$ cat src/design/pcs_pkg.sv
`timescale 1ns / 1ps
package pcs_pkg;

  localparam int SAMPLE_BITS = 16;
  localparam int MAX_LEN     = 4096;
  localparam int OUT_W       = 16;
  localparam int Q_FRAC      = 14;

  localparam int CNT_W   = $clog2(MAX_LEN + 1);
  localparam int LEN_W   = $clog2(MAX_LEN);
  localparam int SUM_W   = SAMPLE_BITS + LEN_W;
  localparam int PROD_W  = 2 * SAMPLE_BITS + LEN_W + 1;
  localparam int MUL_W   = 2 * SUM_W;
  localparam int PRD_W   = 2 * MUL_W;
  localparam int MCNT_W  = $clog2(MUL_W);
  localparam int Q_W     = Q_FRAC + 1;
  localparam int BIT_W   = $clog2(Q_FRAC + 1);
  localparam int CMP_W   = PRD_W + 2 * Q_FRAC + 2;
  localparam int ONE_Q14 = 1 << Q_FRAC;

  // wide products needed to close a vector, in issue order
  typedef enum logic [2:0] {
    OP_NXX,
    OP_SXX,
    OP_NYY,
    OP_SYY,
    OP_NXY,
    OP_SXY,
    OP_P,
    OP_R
  } op_t;

  typedef enum logic [1:0] {
    RES_CORR,
    RES_DEGEN,
    RES_OVF
  } res_t;

  typedef struct packed {
    logic acc;
    logic clear;
    logic mul_start;
    logic capture;
    op_t  op;
    logic root_init;
    logic root_step;
    logic out_load;
    res_t kind;
  } pcs_cmd_t;

  typedef struct packed {
    logic ovf_now;
    logic mul_done;
    logic var_zero;
    logic root_last;
    logic out_valid;
  } pcs_sts_t;

endpackage

$ cat src/design/pcs_ctrl.sv
`timescale 1ns / 1ps
module pcs_ctrl (
  input  logic              clk,
  input  logic              rst_n,
  input  logic              in_valid,
  input  logic              in_last,
  input  pcs_pkg::pcs_sts_t sts,
  output logic              in_ready,
  output pcs_pkg::pcs_cmd_t cmd
);
  import pcs_pkg::*;

  typedef enum logic [5:0] {
    ST_ACC    = 6'b000001,
    ST_LAUNCH = 6'b000010,
    ST_MUL    = 6'b000100,
    ST_CHK    = 6'b001000,
    ST_ROOT   = 6'b010000,
    ST_DONE   = 6'b100000
  } state_t;

  state_t state_r, state_nxt;
  op_t    op_r, op_nxt;

  always_comb begin
    state_nxt     = state_r;
    op_nxt        = op_r;
    cmd.acc       = 1'b0;
    cmd.clear     = 1'b0;
    cmd.mul_start = 1'b0;
    cmd.capture   = 1'b0;
    cmd.op        = op_r;
    cmd.root_init = 1'b0;
    cmd.root_step = 1'b0;
    cmd.out_load  = 1'b0;
    cmd.kind      = RES_CORR;
    // a closing pair waits until the result register is free
    in_ready = (state_r == ST_ACC) && (!in_last || !sts.out_valid);
    unique case (state_r)
      ST_ACC: begin
        if (in_valid && in_ready) begin
          cmd.acc = 1'b1;
          if (in_last) begin
            if (sts.ovf_now) begin
              cmd.out_load = 1'b1;
              cmd.kind     = RES_OVF;
              cmd.clear    = 1'b1;
            end else begin
              op_nxt    = OP_NXX;
              state_nxt = ST_LAUNCH;
            end
          end
        end
      end
      ST_LAUNCH: begin
        cmd.mul_start = 1'b1;
        state_nxt     = ST_MUL;
      end
      ST_MUL: begin
        if (sts.mul_done) begin
          cmd.capture = 1'b1;
          unique case (op_r)
            OP_SYY: state_nxt = ST_CHK;
            OP_R: begin
              cmd.root_init = 1'b1;
              state_nxt     = ST_ROOT;
            end
            OP_NXX: begin op_nxt = OP_SXX; state_nxt = ST_LAUNCH; end
            OP_SXX: begin op_nxt = OP_NYY; state_nxt = ST_LAUNCH; end
            OP_NYY: begin op_nxt = OP_SYY; state_nxt = ST_LAUNCH; end
            OP_NXY: begin op_nxt = OP_SXY; state_nxt = ST_LAUNCH; end
            OP_SXY: begin op_nxt = OP_P;   state_nxt = ST_LAUNCH; end
            OP_P:   begin op_nxt = OP_R;   state_nxt = ST_LAUNCH; end
            default: state_nxt = ST_ACC;
          endcase
        end
      end
      ST_CHK: begin
        if (sts.var_zero) begin
          cmd.out_load = 1'b1;
          cmd.kind     = RES_DEGEN;
          cmd.clear    = 1'b1;
          state_nxt    = ST_ACC;
        end else begin
          op_nxt    = OP_NXY;
          state_nxt = ST_LAUNCH;
        end
      end
      ST_ROOT: begin
        cmd.root_step = 1'b1;
        if (sts.root_last) begin
          state_nxt = ST_DONE;
        end
      end
      ST_DONE: begin
        cmd.out_load = 1'b1;
        cmd.kind     = RES_CORR;
        cmd.clear    = 1'b1;
        state_nxt    = ST_ACC;
      end
      default: state_nxt = ST_ACC;
    endcase
  end

  always_ff @(posedge clk) begin
    if (!rst_n) begin
      state_r <= ST_ACC;
      op_r    <= OP_NXX;
    end else begin
      state_r <= state_nxt;
      op_r    <= op_nxt;
    end
  end

endmodule

$ cat config.mk
export PLATFORM = sky130hd
export DESIGN_NAME = pcs_ctrl
export DESIGN_NICKNAME = d
export VERILOG_FILES = /design/src/design/pcs_pkg.sv /design/src/design/pcs_ctrl.sv
export SDC_FILE = /design/constraint.sdc
export NUM_CORES = 1
export LEC_CHECK = 0
export BUFFER_PORTS_ARGS = -buffer_cell sky130_fd_sc_hd__buf_4
export CAP_MARGIN = 20
export CORE_UTILIZATION = 31
export CTS_CLUSTER_DIAMETER = 60
export CTS_CLUSTER_SIZE = 20
export DETAILED_ROUTE_END_ITERATION = 10
export MAX_ROUTING_LAYER = met4
export SLEW_MARGIN = 10
export SYNTH_ARGS = -nofsm -noshare
export SYNTH_HDL_FRONTEND = slang
export SYNTH_SLANG_ARGS = --single-unit
$ cat constraint.sdc
create_clock -name clk -period 1.5 [get_ports clk]
set_clock_uncertainty 0.05 [all_clocks]
set_input_delay 0.15 -clock clk [delete_from_list [all_inputs] [get_ports clk]]
set_output_delay 0.15 -clock clk [all_outputs]
set_load 0.02 [all_outputs]
==> metrics.yaml, run 1 <==
status:
  outcome: "complete, but fails checks"
  failed_checks: "negative setup slack"
cts:
  cts_buffer_depth: 2
  clk_pin_slew_ns: 0.06
  cts_tree: "yes"
  cts_sinks: 9
  htree_levels: 1
  cts-hold-fix-buffers: 0
  cts_root_buffer: "clkbuf_4"
  worst_skew_pair.late_latency_ns: 0.26
  cts_buffers: 3
timing:
  setup_slack_ns: -0.150
  max_slew_margin_pct: 73.6
  finalCritPeriodShare_pct: 110
  hold_violations: 0
  drv_slew: 0
  hold_ws_ns: 0.0962
  period_needed_ns: 1.65
  max_freq_ghz: 0.606
  setup_viol: 9
  rsz0062_at_grt: "yes"
  tightest_slew_ns: 0.392
finish:
  diodes: 0
  fin_area_um2: 1160
  drive_gt1_share_pct: 55.7
  fillers: 219
  area_growth_pct: 59.6
  final_core_util_pct: 52.3
  final_nets: 138
yosys:
  ys_warn_count: 0
  synth_largest_area_cell: "dfxtp_1"
  synth.area.top_cells: "dfxtp_1 (25%), ha_1 (10%), nor2_1 (5.7%)"
  synthCells: 88
  synth.distinct_cells: 37
  yosysMostFrequentCell: "nor2_1"
  synth_nets: 103
  ys.flop_type: "dfxtp_1"
  synth_edf_count: 0
  synthTopCellsByCount: "nor2_1 (11), dfxtp_1 (9), ha_1 (6)"
  yosys.area.top_type_share_pct: 24.9
  synth_seq_cells: 9
  syn_area_um2: 724
  syn_area_per_cell_um2: 8.23
  async_flop_share_pct: 0
  ys_seq_area_share_pct: 24.9
die:
  core_um2: 2210
  die_h_um: 50.3
  num_rows: 17
  die_w_um: 50.3
  pin_count: 22
  die_area_um2: 2530
  start_util_pct: 32.7
grt:
  grt_max_degree: 11
  grt_overflow: 0
  grt_pass1_vias: 757
  antenna_found_initial: 0
  track_usage_pct: 17.1
  grt_pass1_wl_um: 3220
critical_path:
  ff2ff_path_depth: 6
  path_class: "reg2out"
  cp-startpoint: "state_r[5]$_SDFFE_PN0P_"
  cp-endpoint: "cmd[11]"
  end_kind: "primary output"
  worstReg2RegEnd: "op_r[2]$_SDFFE_PN0P_"
  arrival_ns: 1.45
  crit_required_ns: 1.30
  critPathLaunchType: "register"
  crit_fanout: 4
  rrSetupSlack_ns: 0.03
  rr_startpoint: "state_r[2]$_SDFFE_PN0P_"
power_and_ir_drop:
  leakage_nw: 0.543
  power.total_mw: 1.02
  powerDensity_nw_per_um2: 882
  peakVddDrop_uv: 491
worst_hold_path:
  hold_class: "in2reg"
detailed_routing:
  ant_nets: 0
  via_count: 775
  drcViolationCount: 0
  viasPerCell: 5.17
  dr.pass1.iters: 4
  wl_um: 1910
  drt_iter0_drc: 7
  avgRoutedWirePerCell_um: 12.8
placement:
  gp_congestion: 0.938
  io_buffers: 21
  place_area_um2: 981
  dp_hpwl_um: 1430
job:
  drv_cap: 0
[where the power goes]
part	switching (mW)	internal [mW]
Combinational	0.239	0.309
Clock	0.0843	0.103
Sequential	0.0330	0.252
[registers in the layout, indices dropped and copies added (netlist names)]
name	flops
op_r	3
state_r	6
[placed cells by master, fill, tap and decap left out, drive strengths merged, types with 2 or more instances in the layout]
cell	instances
clkbuf	4
buf	35
o2111ai	2
nor2	13
o21ai	3
nor2b	3
nand3	4
and4	2
inv	5
nor3	5
a21boi	2
nand3b	4
ha	6
and3	4
mux2i	3
nand2	4
a21oi	2
dfxtp	9
[how the worst min path moves through the flow]
stage	from	endpoint	slack, ns	depth (start not counted)
2_1_floorplan	sts[1]	state_r[5]$_SDFFE_PN0P_	0.27	1
3_3_place_gp	sts[1]	state_r[5]$_SDFFE_PN0P_	0.37	2
3_5_place_dp	sts[1]	state_r[5]$_SDFFE_PN0P_	0.36	2
4_1_cts	sts[1]	state_r[5]$_SDFFE_PN0P_	0.09	2
5_1_grt	rst_n	state_r[0]$_SDFFE_PN1P_	0.10	2
6_report	sts[1]	state_r[5]$_SDFFE_PN0P_	0.1	2
[cell families (layout without fill, tap and decap cells)]
group | Yosys count | after routing | synth area share [%]
xor gates and xnor gates | 1 | 1 | 1.21
adders and majority gates | 6 | 6 | 10.4
DFF | 9 | 9 | 24.9
and+or+nand+nor | 42 | 42 | 32.3
buffers and inverters | 10 | 44 | 7.42
AOI/OAI and AO/OA | 17 | 17 | 19.7
muxes | 3 | 3 | 4.15
[through the flow]
stage / setup WS, ns / instances / setup TNS [ns]
floorplan: -0.00445 / 88 / -0.00445
global placement: 0.00104 / 140 / 0
detailed placement: 0.00729 / 140 / 0
CTS: -0.133 / 149 / -0.771
global route: -0.233 / 150 / -1.49
finish: -0.150 / 150 / -0.632
[critical path, stage by stage (launching register included)]
cell      delay (ns)
dfxtp_2         0.35
nor3_4          0.19
and3_4          0.21
a21boi_4        0.18
and2_4          0.15
buf_6           0.10
[layout make-up]
cell class	instances	area (µm²)	area share, %
Multi-Input combinational cell	69	583	50.4
Timing Repair Buffer	35	293	25.3
Sequential cell	9	200	17.3
Tap cell	28	35.0	3.03
Clock buffer	4	26.3	2.27
Inverter	5	18.8	1.62
[routing by layer]
| metal | track usage (%) | vias to the layer above | routed length (µm) | part of all wire, % |
|---|---|---|---|---|
| li1 | - | 387 | - | - |
| met1 | 18.8 | 363 | 770 | 40 |
| met2 | 30.2 | 20 | 1030 | 54 |
| met3 | 2.42 | 5 | 72 | 3.8 |
| met4 | 7.87 | 0 | 35 | 1.8 |
| met5 | - | - | 0 | 0 |
[what timing repair did]
item / 4_1_cts / 5_1_grt
pin swaps: 7 / 5
gates resized for setup: 20 / 12
setup endpoints to repair: 11 / 16
setup buffers: 5 / 1
Note: power is estimated with default switching activity, not from simulation.
==> run 2: changes to the inputs <==
--- a/config.mk
+++ b/config.mk
@@ -7,11 +7,12 @@
 export LEC_CHECK = 0
 export BUFFER_PORTS_ARGS = -buffer_cell sky130_fd_sc_hd__buf_4
 export CAP_MARGIN = 20
-export CORE_UTILIZATION = 31
+export CORE_UTILIZATION = 44
 export CTS_CLUSTER_DIAMETER = 60
 export CTS_CLUSTER_SIZE = 20
 export DETAILED_ROUTE_END_ITERATION = 10
 export MAX_ROUTING_LAYER = met4
+export PLACE_DENSITY = 0.73
 export SLEW_MARGIN = 10
 export SYNTH_ARGS = -nofsm -noshare
 export SYNTH_HDL_FRONTEND = slang
==> run 2 against run 1 <==
The flow still finishes with violations (negative setup slack). Power fell by 7.3%. Via count rose by 2.6%. Clock-buffer cell count did not move. Sequential power barely moved. Clock power rose by 3%. Largest power group unchanged. Highest routed layer unchanged.
==> metrics.yaml, run 2 (synthesis results as in run 1) <==
placement:
  place_area_um2: 973  # was 981 µm²
  io_buffers: 21  # unchanged
  place_ws_ns: -0.0139  # was 0.00729 ns
  dp_hpwl_um: 1360  # was 1430 µm
  gp_congestion: 0.810  # was 0.938
status:
  failed_checks: "negative setup slack"  # unchanged
  outcome: "complete, but fails checks"  # unchanged
grt:
  grt_overflow: 0  # unchanged
  antenna_found_initial: 0  # unchanged
  grt_max_degree: 11  # unchanged
  track_usage_pct: 23.9  # was 17.1%
  grt_pass1_wl_um: 3130  # was 3220 µm
  grt_pass1_vias: 762  # was 757
die:
  pin_count: 22  # unchanged
  die_w_um: 42.6  # was 50.3 µm
  die_h_um: 42.6  # was 50.3 µm
  start_util_pct: 47.5  # was 32.7%
  die_area_um2: 1810  # was 2530 µm²
  num_rows: 14  # was 17
  core_um2: 1520  # was 2210 µm²
detailed_routing:
  via_count: 795  # was 775
  wl_um: 2000  # was 1910 µm
  viasPerCell: 5.76  # was 5.17
  dr.pass1.iters: 5  # was 4
  ant_nets: 0  # unchanged
  drt_iter0_drc: 11  # was 7
  drcViolationCount: 0  # unchanged
  avgRoutedWirePerCell_um: 14.5  # was 12.8 µm
timing:
  period_needed_ns: 1.67  # was 1.65 ns
  finalCritPeriodShare_pct: 111  # was 110%
  setup_slack_ns: -0.166  # was -0.150 ns
  max_slew_margin_pct: 78.9  # was 73.6%
  setup_viol: 12  # was 9
  rsz0062_at_grt: "yes"  # unchanged
  max_freq_ghz: 0.600  # was 0.606 GHz
  drv_slew: 0  # unchanged
  hold_violations: 0  # unchanged
  tightest_slew_ns: 0.313  # was 0.392 ns
  hold_ws_ns: 0.0871  # was 0.0962 ns
cts:
  cts_root_buffer: "clkbuf_4"  # unchanged
  cts_tree: "yes"  # unchanged
  cts_buffers: 3  # unchanged
  cts_sinks: 9  # unchanged
  clk_pin_slew_ns: 0.06  # about the same
  htree_levels: 1  # unchanged
  cts_buffer_depth: 2  # unchanged
  worst_skew_pair.late_latency_ns: 0.27  # was 0.26 ns
finish:
  final_nets: 138  # unchanged
  diodes: 0  # unchanged
  fillers: 105  # was 219
  layout_common_cells: "buf_4 (28), nor2_1 (10), buf_6 (7), inv_1 (5), dfxtp_2 (5)"  # was buf_4 (27), nor2_1 (10), buf_6 (8), ha_1 (5)
  regMostFlops: "state_r"  # unchanged
  final_common_cell: "buf_4"  # unchanged
  final_core_util_pct: 73.8  # was 52.3%
  largest_reg_flops: 6  # unchanged
  fin_area_um2: 1120  # was 1160 µm²
  drive_gt1_share_pct: 54.1  # was 55.7%
  area_growth_pct: 55.3  # was 59.6%
  reg_top3: "state_r: 6 flops, op_r: 3 flops"  # unchanged
critical_path:
  ff2ff_path_depth: 7  # was 6
  cp-endpoint: "cmd[11]"  # unchanged
  end_kind: "primary output"  # unchanged
  critPathLaunchType: "register"  # unchanged
  rrSetupSlack_ns: -0.12  # was 0.03 ns
  path_class: "reg2out"  # unchanged
  arrival_ns: 1.47  # was 1.45 ns
  crit_fanout: 4  # unchanged
  rr_startpoint: "state_r[5]$_SDFFE_PN0P_"  # was state_r[2]$_SDFFE_PN0P_
  crit_required_ns: 1.30  # about the same
  worstReg2RegEnd: "state_r[2]$_SDFFE_PN0P_"  # was op_r[2]$_SDFFE_PN0P_
  cp-startpoint: "state_r[5]$_SDFFE_PN0P_"  # unchanged
worst_hold_path:
  hold_class: "in2reg"  # unchanged
job:
  drv_cap: 0  # unchanged
power_and_ir_drop:
  power.total_mw: 0.946  # was 1.02 mW
  powerDensity_nw_per_um2: 841  # was 882 nW/µm²
  peakVddDrop_uv: 607  # was 491 µV
  leakage_nw: 0.531  # was 0.543 nW
[run 2: cell counts in the layout (fill, tap and decap cells not counted)]
No cell type changed its count.
[run 2: how the worst min path moves through the flow]
stage	start	depth (start not counted)	endpoint	slack (ns)
after floorplan	sts[1]	1	state_r[5]$_SDFFE_PN0P_	0.27
after global placement	sts[1]	2	state_r[5]$_SDFFE_PN0P_	0.37
after detailed placement	sts[1]	2	state_r[5]$_SDFFE_PN0P_	0.37
after CTS	rst_n	2	state_r[0]$_SDFFE_PN1P_	0.09
after global routing	rst_n	2	state_r[0]$_SDFFE_PN1P_	0.09
final	sts[1]	2	state_r[5]$_SDFFE_PN0P_	0.09
[run 2: repair_timing]
item	in CTS	in global routing
hold buffers	0	0
pin swaps	5	5
endpoints found under the hold margin	0	0
gates resized for setup	21	7
setup buffers	5	0
endpoints found under the setup margin	11	17
[run 2: final cells by class]
cell class                      count  area, µm²  share of cell area (%)
Multi-Input combinational cell     69        573                    50.9
Timing Repair Buffer               35        289                    25.7
Sequential cell                     9        198                    17.6
Clock buffer                        4       26.3                    2.34
Tap cell                           16       20.0                    1.78
Inverter                            5       18.8                    1.67
[run 2: routing by layer]
metal	track usage, %	vias up	wire length, µm
met5	-	-	0
met4	13.1	0	40
met3	2.59	5	76
met2	43.1	31	1050
met1	25.1	374	824
li1	-	385	-
[run 2: critical path: stages (launching register included)]
cell	delay (ns)
dfxtp_2	0.36
nor3_4	0.20
and3_4	0.21
a21boi_4	0.17
and2_4	0.15
buf_6	0.10
[run 2: through the flow]
stage	setup TNS, ns	cells
after floorplan	-0.00445	88
after global placement	0	129
after detailed placement	-0.0270	129
after CTS	-0.887	138
after global routing	-1.77	138
final	-1.11	138
[run 2: where the power goes]
| group | switching (mW) | internal, mW | total, mW |
|---|---|---|---|
| Clock | 0.0896 | 0.103 | 0.192 |
| Combinational | 0.211 | 0.256 | 0.467 |
| Sequential | 0.0323 | 0.254 | 0.286 |
| Total | 0.333 | 0.613 | 0.946 |
